$ cat config.mk
export PLATFORM = sky130hd
export DESIGN_NAME = float_literal_recognizer_flat
export DESIGN_NICKNAME = d
export VERILOG_FILES = /design/src/rtl/flr_pkg.sv /design/src/rtl/flr_if.sv /design/src/rtl/float_literal_recognizer.sv /design/src/flat_wrapper.sv
export SDC_FILE = /design/constraint.sdc
export NUM_CORES = 1
export LEC_CHECK = 0
export BUFFER_PORTS_ARGS = -buffer_cell sky130_fd_sc_hd__clkbuf_2
export CAP_MARGIN = 20
export CORE_ASPECT_RATIO = 1.1
export CORE_MARGIN = 3
export CORE_UTILIZATION = 60
export DETAILED_ROUTE_END_ITERATION = 7
export HOLD_SLACK_MARGIN = 0.02
export PLACE_DENSITY_LB_ADDON = 0.15
export SLEW_MARGIN = 5
export SYNTH_ARGS = -nofsm -noshare
export SYNTH_HDL_FRONTEND = slang
export SYNTH_SLANG_ARGS = --single-unit
$ cat constraint.sdc
create_clock -name clk -period 3.3 [get_ports clk]
set_input_delay 0.33 -clock clk [delete_from_list [all_inputs] [get_ports clk]]
set_output_delay 0.33 -clock clk [all_outputs]
set_load 0.02 [all_outputs]
$ cat src/rtl/flr_pkg.sv
`timescale 1ns / 1ps

package flr_pkg;

  typedef logic [7:0] char_t;

  localparam char_t CHAR_NUL    = 8'h00;
  localparam char_t CHAR_TAB    = 8'h09;
  localparam char_t CHAR_CR     = 8'h0d;
  localparam char_t CHAR_SPACE  = 8'h20;
  localparam char_t CHAR_PLUS   = 8'h2b;
  localparam char_t CHAR_MINUS  = 8'h2d;
  localparam char_t CHAR_POINT  = 8'h2e;
  localparam char_t CHAR_ZERO   = 8'h30;
  localparam char_t CHAR_NINE   = 8'h39;
  localparam char_t CHAR_UP_A   = 8'h41;
  localparam char_t CHAR_UP_E   = 8'h45;
  localparam char_t CHAR_UP_F   = 8'h46;
  localparam char_t CHAR_UP_I   = 8'h49;
  localparam char_t CHAR_UP_N   = 8'h4e;
  localparam char_t CHAR_LO_A   = 8'h61;
  localparam char_t CHAR_LO_E   = 8'h65;
  localparam char_t CHAR_LO_F   = 8'h66;
  localparam char_t CHAR_LO_I   = 8'h69;
  localparam char_t CHAR_LO_N   = 8'h6e;

endpackage

$ cat src/rtl/flr_if.sv
`timescale 1ns / 1ps

interface flr_in_if;
  logic           valid;
  logic           ready;
  flr_pkg::char_t ch;

  modport source (output valid, output ch, input ready);
  modport sink   (input valid, input ch, output ready);
endinterface

interface flr_out_if;
  logic valid;
  logic ready;
  logic is_float;

  modport source (output valid, output is_float, input ready);
  modport sink   (input valid, input is_float, output ready);
endinterface

$ cat src/rtl/float_literal_recognizer.sv
`timescale 1ns / 1ps

// Checks byte strings for float literal syntax, one character per item on
// in_bus at one item per clock. A zero byte ends the string and, in the next
// cycle, yields a single item on out_bus whose is_float says whether the
// string was a valid literal; all other bytes yield nothing. The result sits
// in an output register; input stalls only while that register is full and
// not being drained, so characters flow back to back while out_bus is ready.
// The scanner state updates once per accepted byte.
module float_literal_recognizer (
  input  logic            clk,
  input  logic            rst_n,
  flr_in_if.sink          in_bus,
  flr_out_if.source       out_bus
);
  import flr_pkg::*;

  typedef enum logic [3:0] {
    PH_WS, PH_SIGNED, PH_INF1, PH_INF2, PH_INF3, PH_LEADPT,
    PH_RUN1, PH_AFTPT, PH_EXP, PH_EXPSGN, PH_RUN2
  } phase_t;

  phase_t phase_r, phase_nxt;
  logic   seen_point_r, seen_point_nxt;
  logic   seen_exp_r, seen_exp_nxt;
  logic   rejected_r, rejected_nxt;
  logic   out_valid_r, out_valid_nxt;
  logic   is_float_r, is_float_nxt;

  char_t  c;
  logic   step, term, accepting;
  logic   is_digit, is_sign, is_exp, is_ws;
  logic   is_l1, is_l2, is_l3;

  assign c        = in_bus.ch;
  assign in_bus.ready = !out_valid_r || out_bus.ready;
  assign step     = in_bus.valid && in_bus.ready;
  assign term     = (c == CHAR_NUL);

  assign is_digit = (c >= CHAR_ZERO) && (c <= CHAR_NINE);
  assign is_sign  = (c == CHAR_PLUS) || (c == CHAR_MINUS);
  assign is_exp   = (c == CHAR_LO_E) || (c == CHAR_UP_E);
  assign is_ws    = (c == CHAR_SPACE) || ((c >= CHAR_TAB) && (c <= CHAR_CR));
  assign is_l1    = (c == CHAR_LO_I) || (c == CHAR_UP_I) ||
                    (c == CHAR_LO_N) || (c == CHAR_UP_N);
  assign is_l2    = (c == CHAR_LO_N) || (c == CHAR_UP_N) ||
                    (c == CHAR_LO_A) || (c == CHAR_UP_A);
  assign is_l3    = (c == CHAR_LO_F) || (c == CHAR_UP_F) ||
                    (c == CHAR_LO_N) || (c == CHAR_UP_N);

  assign accepting = !rejected_r &&
                     ((phase_r == PH_INF3) || (phase_r == PH_RUN1) || (phase_r == PH_RUN2));

  always_comb begin
    phase_nxt      = phase_r;
    seen_point_nxt = seen_point_r;
    seen_exp_nxt   = seen_exp_r;
    rejected_nxt   = rejected_r;
    out_valid_nxt  = out_valid_r && !out_bus.ready;
    is_float_nxt   = is_float_r;
    if (step && term) begin
      out_valid_nxt  = 1'b1;
      is_float_nxt   = accepting;
      phase_nxt      = PH_WS;
      seen_point_nxt = 1'b0;
      seen_exp_nxt   = 1'b0;
      rejected_nxt   = 1'b0;
    end else if (step && !rejected_r) begin
      rejected_nxt = 1'b1;
      unique case (phase_r)
        PH_WS, PH_SIGNED: begin
          if (phase_r == PH_WS && is_ws) begin
            rejected_nxt = 1'b0;
          end else if (phase_r == PH_WS && is_sign) begin
            phase_nxt    = PH_SIGNED;
            rejected_nxt = 1'b0;
          end else if (is_l1) begin
            phase_nxt    = PH_INF1;
            rejected_nxt = 1'b0;
          end else if (c == CHAR_POINT) begin
            phase_nxt      = PH_LEADPT;
            seen_point_nxt = 1'b1;
            rejected_nxt   = 1'b0;
          end else if (is_digit) begin
            phase_nxt    = PH_RUN1;
            rejected_nxt = 1'b0;
          end
        end
        PH_INF1: begin
          if (is_l2) begin
            phase_nxt    = PH_INF2;
            rejected_nxt = 1'b0;
          end
        end
        PH_INF2: begin
          if (is_l3) begin
            phase_nxt    = PH_INF3;
            rejected_nxt = 1'b0;
          end
        end
        PH_LEADPT, PH_EXPSGN: begin
          if (is_digit) begin
            phase_nxt    = (phase_r == PH_LEADPT) ? PH_RUN1 : PH_RUN2;
            rejected_nxt = 1'b0;
          end
        end
        PH_RUN1: begin
          if (is_digit) begin
            rejected_nxt = 1'b0;
          end else if (c == CHAR_POINT && !seen_point_r) begin
            phase_nxt      = PH_AFTPT;
            seen_point_nxt = 1'b1;
            rejected_nxt   = 1'b0;
          end else if (is_exp) begin
            phase_nxt    = PH_EXP;
            seen_exp_nxt = 1'b1;
            rejected_nxt = 1'b0;
          end
        end
        PH_AFTPT: begin
          if (is_exp) begin
            phase_nxt    = PH_EXP;
            seen_exp_nxt = 1'b1;
            rejected_nxt = 1'b0;
          end else if (is_digit) begin
            phase_nxt    = PH_RUN2;
            rejected_nxt = 1'b0;
          end
        end
        PH_EXP: begin
          if (is_sign) begin
            phase_nxt    = PH_EXPSGN;
            rejected_nxt = 1'b0;
          end else if (is_digit) begin
            phase_nxt    = PH_RUN2;
            rejected_nxt = 1'b0;
          end
        end
        PH_RUN2: begin
          if (is_digit) begin
            rejected_nxt = 1'b0;
          end else if (is_exp && !seen_exp_r) begin
            phase_nxt    = PH_EXP;
            seen_exp_nxt = 1'b1;
            rejected_nxt = 1'b0;
          end
        end
        default: begin
          rejected_nxt = 1'b1;
        end
      endcase
    end
  end

  always_ff @(posedge clk) begin
    if (!rst_n) begin
      phase_r      <= PH_WS;
      seen_point_r <= 1'b0;
      seen_exp_r   <= 1'b0;
      rejected_r   <= 1'b0;
      out_valid_r  <= 1'b0;
    end else begin
      phase_r      <= phase_nxt;
      seen_point_r <= seen_point_nxt;
      seen_exp_r   <= seen_exp_nxt;
      rejected_r   <= rejected_nxt;
      out_valid_r  <= out_valid_nxt;
    end
  end

  always_ff @(posedge clk) begin
    is_float_r <= is_float_nxt;
  end

  assign out_bus.valid    = out_valid_r;
  assign out_bus.is_float = is_float_r;

endmodule

$ cat src/flat_wrapper.sv
// flat-port wrapper written by rule: the top's interface ports become plain ports
module float_literal_recognizer_flat import flr_pkg::*;
  (clk, rst_n, in_bus_valid, in_bus_ch, in_bus_ready, out_bus_valid, out_bus_is_float, out_bus_ready);
  flr_in_if in_bus_i ();
  flr_out_if out_bus_i ();
  input  logic clk;
  input  logic rst_n;
  input wire logic [$bits(in_bus_i.valid)-1:0] in_bus_valid;
  input wire logic [$bits(in_bus_i.ch)-1:0] in_bus_ch;
  output wire logic [$bits(in_bus_i.ready)-1:0] in_bus_ready;
  output wire logic [$bits(out_bus_i.valid)-1:0] out_bus_valid;
  output wire logic [$bits(out_bus_i.is_float)-1:0] out_bus_is_float;
  input wire logic [$bits(out_bus_i.ready)-1:0] out_bus_ready;
  assign in_bus_i.valid = in_bus_valid;
  assign in_bus_i.ch = in_bus_ch;
  assign in_bus_ready = in_bus_i.ready;
  assign out_bus_valid = out_bus_i.valid;
  assign out_bus_is_float = out_bus_i.is_float;
  assign out_bus_i.ready = out_bus_ready;
  float_literal_recognizer u_core (.clk(clk), .rst_n(rst_n), .in_bus(in_bus_i), .out_bus(out_bus_i));
endmodule
== After elaboration in Yosys (flattened, before gate mapping) ==
Cells that the tools add are included.
Word-level totals
  flip-flop bits (word level): 9
  output and inout bits: 3
  logic and storage cells: 138
Cells by class
  magnitude comparators: 4
  eq/ne operators: 38
  multiplexer cells: 47
  bitwise gates (word level): 1
  reductions and logical operators: 42
Operators with widths (number)
  $eq 8x7->1 const B: 10
  $mux 4: 17
  $eq 8x6->1 const B: 4
  $pmux 4 s8: 1
  $mux 1: 26
  $eq 4x3->1 const B: 4
  $ne 2x2->1 const B: 8
  $logic_or 1x1->1: 15
  $eq 4x4->1 const B: 3
  $logic_and 1x1->1: 11
  $reduce_and 11->1: 1
  $eq 4x2->1 const B: 2
  $ge 8x4->1 const B: 1
  $ge 8x6->1 const B: 1
  $le 8x4->1 const B: 1
  $le 8x6->1 const B: 1
  $logic_not 8->1: 1
  $ne 2x1->1 const B: 4
  $pmux 1 s8: 1
  $reduce_and 8->1: 1
  $reduce_bool 8->1: 1
  $reduce_and 6->1: 1
  $reduce_or 2->1: 3
  $logic_not 1->1: 5
  other kinds (9): 9

== Longest topological paths before layout ==
Gate-level depths: netlist (run 1).
  depth in word-level cells: 8
  mapped depth: 9
  gate-level depth less buffers: 7

== Worst setup path after synthesis (run 1) ==
Ideal clock, no wire load.
  kind: input-to-reg
  start point: input port in_bus_ch[1]
  end point: register u_core.phase_r[3]
  library setup time: 0.119 ns
  arrival: 1.772 ns
  data required time: 3.181 ns
  path slack: 1.409 ns
  stages on the path: 8
  buffers on the path: 3
  cell sequence: buf_4 and3b_1 buf_6 and4b_4 o32ai_2 and4b_1 buf_6 o221a_1
Between the ends
  cells in the longest elaborated chain, start to end: 8
RTL lines
  start: declaration: RTL line flat_wrapper.sv:9  | input wire logic [$bits(in_bus_i.ch)-1:0] in_bus_ch;
  branches (longest 8 deep; another with $ge 8x4->1)
  end signal: assignment: RTL line float_literal_recognizer.sv:163  | phase_r <= phase_nxt;
  end: declaration: RTL line float_literal_recognizer.sv:23  | phase_t phase_r, phase_nxt;
Several ways; the timed one is not identified. The select of a mux whose other input is x is not followed.
A chain may end at the register's enable or synchronous reset.

== Worst setup path after layout (run 1) ==
  start point: register u_core.phase_r[1]
  end point: register u_core.rejected_r
Between the ends
  cells in the longest elaborated chain, start to end: 5
RTL lines
  $logic_not 4->1: RTL line float_literal_recognizer.sv:70, float_literal_recognizer.sv:72, float_literal_recognizer.sv:74
  $logic_and 1x1->1: RTL line float_literal_recognizer.sv:74  | end else if (phase_r == PH_WS && is_sign) begin
  $mux 1: RTL line float_literal_recognizer.sv:74
  $mux 1: RTL line float_literal_recognizer.sv:72  | if (phase_r == PH_WS && is_ws) begin
  $pmux 1 s8 (*): RTL line float_literal_recognizer.sv:70  | unique case (phase_r)
  end signal: assignment: RTL line float_literal_recognizer.sv:166  | rejected_r <= rejected_nxt;
  end: declaration: RTL line float_literal_recognizer.sv:26  | logic rejected_r, rejected_nxt;
Mark *: on every way between the ends. The rest lies on a longest branch, timed or not.

==> results of run 1 <==
## power by group through the flow
stage	Sequential [W]	Combinational (W)	Clock [W]
5_1_grt	0.000209	0.000417	0.000101
3_5_place_dp	0.000201	0.000368	0
2_1_floorplan	0.000151	0.000361	0
6_report	0.000200	0.000377	0.0000935
4_1_cts	0.000199	0.000369	0.0000921
3_3_place_gp	0.000196	0.000366	0
## Yosys cell counts (2+ instances only)
library cell and count:
sky130_fd_sc_hd__o21a_1 3, sky130_fd_sc_hd__nor3_1 4, sky130_fd_sc_hd__o22ai_1 2, sky130_fd_sc_hd__nand4_1 2, sky130_fd_sc_hd__inv_1 5, sky130_fd_sc_hd__mux2i_1 3, sky130_fd_sc_hd__a31oi_1 4, sky130_fd_sc_hd__nor2_1 14
sky130_fd_sc_hd__a21oi_1 6, sky130_fd_sc_hd__nor4b_1 2, sky130_fd_sc_hd__clkbuf_1 3, sky130_fd_sc_hd__and3_1 2, sky130_fd_sc_hd__a22oi_1 2, sky130_fd_sc_hd__dfxtp_1 8, sky130_fd_sc_hd__nand2_1 14, sky130_fd_sc_hd__o21ai_0 4
sky130_fd_sc_hd__nand2b_1 2, sky130_fd_sc_hd__nor2b_1 2, sky130_fd_sc_hd__o221ai_1 3, sky130_fd_sc_hd__o311ai_0 2, sky130_fd_sc_hd__buf_6 3, sky130_fd_sc_hd__nand3_1 5, sky130_fd_sc_hd__nor3b_1 3, sky130_fd_sc_hd__and2b_2 4
## cell families after synthesis
logic type	after synthesis	share of synthesized area
buf+inv	14	0.0992
flops	9	0.189
compound gates	37	0.279
simple gates	67	0.395
xor+xnor	1	0.00869
mux	3	0.0298
## area by class of cell
class / count / area (um^2) / share of cell area
inverters: 5 / 18.8 / 0.0180
repair buffers: 14 / 70.1 / 0.0671
flip-flops and latches: 9 / 190 / 0.182
multi-input cells: 108 / 718 / 0.688
well taps: 16 / 20.0 / 0.0192
clock buffers: 4 / 26.3 / 0.0252
## flip-flops by register name (all words and copies together) (netlist names)
register and flops:
u_core.out_bus.is_float 1, u_core.out_bus.valid 1, u_core.seen_point_r 1, u_core.seen_exp_r 1
u_core.rejected_r 1, u_core.phase_r 4
## worst min path at each step
stage | endpoint | slack [ns] | cells past startpoint
6_report | u_core.out_bus.valid | 0.28 | 2
5_1_grt | u_core.out_bus.valid | 0.28 | 2
4_1_cts | u_core.out_bus.valid | 0.29 | 2
3_5_place_dp | u_core.seen_exp_r | 0.46 | 1
3_3_place_gp | u_core.seen_exp_r | 0.45 | 1
2_1_floorplan | u_core.seen_exp_r | 0.44 | 1
## metal layers
metal / GRT usage / part of all wire
met1: 0.357 / 0.42
met2: 0.387 / 0.46
met3: 0.0480 / 0.091
met4: 0.0634 / 0.022
met5: 0 / 0
## worst reg2reg max path: cells and delay by family (launching register included)
kind	cells	cell delay, ns
and+or+nand+nor	2	0.77
AOI/OAI and AO/OA	4	0.68
DFF	1	0.46
## placed cells by master (no fill, tap or decap), drive strengths merged, types with 4 or more instances in the layout
master  count
a21oi       6
inv         5
o21ai       4
nand2      14
nand3       5
and2b       4
nor2       14
a31oi       4
nor3        5
clkbuf     18
dfxtp       8
## metrics by stage
step	std cells	cell area [um^2]	utilization
3_5_place_dp	152	1020	0.691
4_1_cts	156	1040	0.709
6_report	156	1040	0.709
5_1_grt	156	1040	0.709
2_1_floorplan	131	1010	-
3_3_place_gp	152	1020	0.691
==> flow_metrics.py, run 1 <==
metrics = {
    "setup_path": {
        "worstSetupEndpointType": "register",
        "critPathArrivalTime_ns": 2.19,
        "critical_path.endpoint": "u_core.rejected_r",
        "reg2reg_setup_slack_ns": 1.25,
        "timing.critical_path.cells": "nor4_1 > a31oi_1 > o2111ai_2 > a31oi_1 > nor4b_1 > a21oi_1",
        "path_class": "register to register",
        "critical_path.startpoint": "u_core.phase_r[1]",
        "reg2reg_depth": 6,
        "worst_path_most_repeated_cell": "sky130_fd_sc_hd__a31oi_1",
        "endpoint_required_time_on_the_critical_path_ns": 3.44,
        "crit-reg2reg-capture": "u_core.rejected_r",
        "cp_num_cells": 6,
        "timing.critical_path.slowest_cell_delay_ns": 0.46,
        "critical-path-slowest-cell": "sky130_fd_sc_hd__dfxtp_1",
        "critical_path.n_buffers_inverters": 0,
        "crit_path_max_fanout": 14,
        "timing.rr.start": "u_core.phase_r[1]",
        "timing.critical_path.from_type": "register",
        "crit_family": "simple AND/OR/NAND/NOR gates",
    },
    "clock_network": {
        "clock_sink_count": 9,
        "numCtsBuffers": 3,
        "cts-htree-levels": 1,
        "cts.repair_timing.setup_buffer_count": 0,
        "cts_tree": "yes",
        "path_clk_slew_ns": 0.07,
        "clock_path_buffers": 2,
        "worstSkewPairLatency_ns": 0.28,
        "postCtsHoldBufs": 0,
        "cts.root.buffer_cell": "sky130_fd_sc_hd__clkbuf_4",
        "ctsResizeCount": 0,
    },
    "sta": {
        "setup_ws_final_ns": 1.25,
        "upper_clock_frequency_limit_ghz": 0.489,
        "slew_at_the_pin_closest_to_its_max_slew_limit_ns": 0.522,
        "worst_slew_margin_rel": 0.651,
        "finalHoldWorstSlack_ns": 0.278,
        "setup_repair_after_global_routing_missed_its_margin": "no",
        "post-route-period-util": 0.620,
        "fin_setup_tns_ns": 0,
        "worst_clk_skew_ns": 0.00827,
        "final-setup-viol-count": 0,
        "final_period_minus_worst_setup_slack_ns": 2.05,
        "finalHoldViolations": 0,
        "report.final.slew_viol_count": 0,
    },
    "power": {
        "p_int_w": 0.000346,
        "power_w": 0.000671,
        "power.share.clock": 0.139,
        "combinationalPowerShare": 0.562,
        "power_per_cell_area_mw_per_mm2": 643,
        "cellLeakagePower_nw": 0.392,
        "seq_power_share": 0.299,
        "vdd_ir_drop_max_uv": 366,
        "switchingPower_w": 0.000324,
        "netSwitchingFraction": 0.484,
    },
    "routing": {
        "drt-wirelength-per-cell_um": 16.2,
        "num_vias": 1091,
        "initialDrtViolationCount": 53,
        "detail_route.drc_violations": 0,
        "finalWirelength_um": 2520,
        "drt_pass1_iterations": 4,
        "drt.antenna.violating_nets": 0,
        "avgViaCountPerCell": 6.99,
    },
    "synthesis": {
        "synth-edff-count": 1,
        "synth_nets": 143,
        "netlist-cell-type-count": 53,
        "post_synth_instance_area_mm2": 0.00101,
        "synth_sequential_area_ratio": 0.189,
        "async_flop_share": 0,
        "syn-instance-count": 131,
        "synth-seq-cells": 9,
        "yosysTopAreaCellShare": 0.159,
        "synthTopCellsByArea": "sky130_fd_sc_hd__dfxtp_1, sky130_fd_sc_hd__nand2_1, sky130_fd_sc_hd__nor2_1, sky130_fd_sc_hd__and2b_2, sky130_fd_sc_hd__buf_6",
        "syn-mean-instance-area_um2": 7.70,
        "yosys_warnings": 0,
        "synthDominantAreaCellType": "sky130_fd_sc_hd__dfxtp_1",
        "synth_flop_cell": "sky130_fd_sc_hd__dfxtp_1",
    },
    "placed_design": {
        "detailedPlacementHpwl_um": 1990,
        "gp_routability_congestion": 0.980,
        "pre_cts_ws_ns": 1.17,
        "io_buffers": 14,
    },
    "global_routing": {
        "total_congestion_overflow_after_global_routing": 0,
        "antenna_found_initial": 0,
        "groute.usage.overall": 0.253,
        "grt_max_degree": 16,
        "first_pass_grt_wire_length_um": 4310,
        "number_of_global_route_vias_before_repair": 950,
    },
    "status": {
        "outcome": "finished clean",
    },
    "die": {
        "floorplan.core_area_mm2": 0.00147,
        "dieArea_mm2": 0.00221,
        "die_height_um": 49,
        "io_pins": 15,
        "dieWidth_um": 45.1,
        "rows": 14,
        "start_util": 0.685,
    },
    "hold_path": {
        "min_from": "rst_n",
        "hp-class": "input port to register",
    },
    "cells_and_area": {
        "antenna-diode-count": 0,
        "area.growth.synth_to_final_pct": 3.47,
        "fillcell_total": 135,
        "final_layout_size_suffix_gt1_frac": 0.214,
        "final_nets": 153,
    },
    "job": {
        "max_cap_violations": 0,
    },
}
Power figures use the tool's default switching activity.
==> run 2: changes to the inputs <==
--- a/config.mk
+++ b/config.mk
@@ -9,7 +9,7 @@
 export CAP_MARGIN = 20
 export CORE_ASPECT_RATIO = 1.1
 export CORE_MARGIN = 3
-export CORE_UTILIZATION = 60
+export CORE_UTILIZATION = 56
 export DETAILED_ROUTE_END_ITERATION = 7
 export HOLD_SLACK_MARGIN = 0.02
 export PLACE_DENSITY_LB_ADDON = 0.15
==> constraint.sdc (replaced) <==
create_clock -name clk -period 1.99 [get_ports clk]
set_input_delay 0.199 -clock clk [delete_from_list [all_inputs] [get_ports clk]]
set_output_delay 0.199 -clock clk [all_outputs]
set_load 0.02 [all_outputs]
==> run 2 against run 1 <==
Net effect:
- non-clock buffer count is 9 higher
- clock skew is 0.0064 ns lower
- highest routed layer unchanged
- worst setup slack worse by 1.1 ns
- combinational power is 100% higher
- register-to-register slack worse by 1.1 ns
==> flow_metrics.py, run 2 (synthesis results as in run 1) <==
metrics = {
    "status": {
        "outcome": "finished clean",
    },
    "cells_and_area": {
        "largest_register_ffs": 4,
        "final_cell_mix": "sky130_fd_sc_hd__nor2_1, sky130_fd_sc_hd__nand2_1, sky130_fd_sc_hd__clkbuf_2",
        "layoutNonFillerInstCount": 166,
        "final_cell_area_mm2": 0.00112,
        "antenna-diode-count": 0,
        "regMostFlops": "u_core.phase_r",
        "fillcell_total": 144,
        "final_nets": 162,
        "area.growth.synth_to_final_pct": 10.9,
        "area_used_by_multi_input_combinational_logic_um2": 724,
        "final_layout_size_suffix_gt1_frac": 0.268,
        "area.sequential_um2": 190,
    },
    "sta": {
        "worst_clk_skew_ns": 0.00186,
        "finalHoldWorstSlack_ns": 0.167,
        "final_period_minus_worst_setup_slack_ns": 1.82,
        "finalHoldViolations": 0,
        "worst_slew_margin_rel": 0.740,
        "upper_clock_frequency_limit_ghz": 0.549,
        "post-route-period-util": 0.915,
        "final-setup-viol-count": 0,
        "setup_repair_after_global_routing_missed_its_margin": "no",
        "fin_setup_tns_ns": 0,
        "slew_at_the_pin_closest_to_its_max_slew_limit_ns": 0.388,
        "report.final.slew_viol_count": 0,
    },
    "clock_network": {
        "clock_path_buffers": 2,
        "cts.root.buffer_cell": "sky130_fd_sc_hd__clkbuf_4",
        "postCtsHoldBufs": 0,
        "cts_tree": "yes",
        "path_clk_slew_ns": 0.06,
        "clock_sink_count": 9,
        "numCtsBuffers": 3,
        "cts.repair_timing.setup_buffer_count": 0,
        "cts-htree-levels": 1,
        "worstSkewPairLatency_ns": 0.25,
        "ctsResizeCount": 0,
    },
    "die": {
        "start_util": 0.618,
        "die_height_um": 50.5,
        "dieWidth_um": 46.5,
        "floorplan.core_area_mm2": 0.00163,
        "io_pins": 15,
        "rows": 15,
        "dieArea_mm2": 0.00235,
    },
    "placed_design": {
        "placed_cells": 162,
        "detailedPlacementHpwl_um": 2120,
        "placedInstanceArea_mm2": 0.00109,
        "gp_routability_congestion": 1.09,
        "io_buffers": 14,
    },
    "routing": {
        "detail_route.drc_violations": 0,
        "drt-wirelength-per-cell_um": 16.3,
        "avgViaCountPerCell": 6.86,
        "drt.antenna.violating_nets": 0,
        "num_vias": 1139,
        "finalWirelength_um": 2700,
        "initialDrtViolationCount": 51,
        "drt_pass1_iterations": 4,
    },
    "power": {
        "vdd_ir_drop_max_uv": 685,
        "cellLeakagePower_nw": 0.440,
        "power_per_cell_area_mw_per_mm2": 1070,
    },
    "job": {
        "max_cap_violations": 0,
    },
    "global_routing": {
        "number_of_global_route_vias_before_repair": 1055,
        "grt_max_degree": 11,
        "total_congestion_overflow_after_global_routing": 0,
        "first_pass_grt_wire_length_um": 4720,
        "groute.usage.overall": 0.272,
        "antenna_found_initial": 0,
    },
    "setup_path": {
        "timing.critical_path.cells": "buf_4 > and2b_2 > a31oi_1 > o32ai_2 > and4b_1 > mux2i_1",
        "endpoint_required_time_on_the_critical_path_ns": 2.17,
        "worstSetupEndpointType": "register",
        "timing.critical_path.from_type": "register",
        "critPathArrivalTime_ns": 2.00,
        "timing.critical_path.slowest_cell_delay_ns": 0.40,
        "path_class": "register to register",
        "crit_path_max_fanout": 9,
        "critical-path-slowest-cell": "sky130_fd_sc_hd__dfxtp_1",
    },
    "hold_path": {
        "hp-class": "input port to register",
    },
}
run 2: cell types whose count changed in the layout (fill, tap and decap cells not counted):
cell	before	now
sky130_fd_sc_hd__buf_4	0	9
sky130_fd_sc_hd__nor4_1	1	0
sky130_fd_sc_hd__nor4_2	0	1
run 2: worst max-delay path, delay by kind of cell, from the launching register on:
family / cells / cell delay, ns
compound gates: 2 / 0.31
flops: 1 / 0.40
buf+inv: 1 / 0.21
simple gates: 2 / 0.60
mux: 1 / 0.22
run 2: layout make-up:
cell class,count,share of cell area
Multi-Input combinational cell,108,0.648
Sequential cell,9,0.170
Timing Repair Buffer,23,0.123
Clock buffer,4,0.0235
Tap cell,17,0.0190
Inverter,5,0.0168
run 2: layer usage:
layer	GRT usage	wire length, um	vias to the layer above
met5	0	0	-
met4	0.0664	55	0
met3	0.0717	246	12
met2	0.443	1300	71
met1	0.348	1100	518
li1	-	-	538
run 2: worst paths after layout:
path | depth (start not counted) | slack [ns] | from | to
max reg2reg | 6 | 0.17 | u_core.phase_r[3] | u_core.phase_r[1]
min | 2 | 0.17 | rst_n | u_core.out_bus.valid
min reg2reg | 1 | 0.47 | u_core.seen_exp_r | u_core.seen_exp_r
max | 6 | 0.17 | u_core.phase_r[3] | u_core.phase_r[1]
run 2: report_power, final:
group	internal [W]	switching, W
registers	0.000223	0.0000715
logic	0.000336	0.000427
clock network	0.0000770	0.0000588
total	0.000636	0.000557
run 2: through the flow:
stage | total power (W) | util | setup WS [ns]
after floorplan | 0.000850 | - | 0.174
after global placement | 0.00101 | 0.665 | 0.0903
after detailed placement | 0.00103 | 0.665 | 0.0934
after CTS | 0.00117 | 0.681 | 0.0834
after global routing | 0.00129 | 0.685 | 0.0284
final | 0.00119 | 0.685 | 0.169
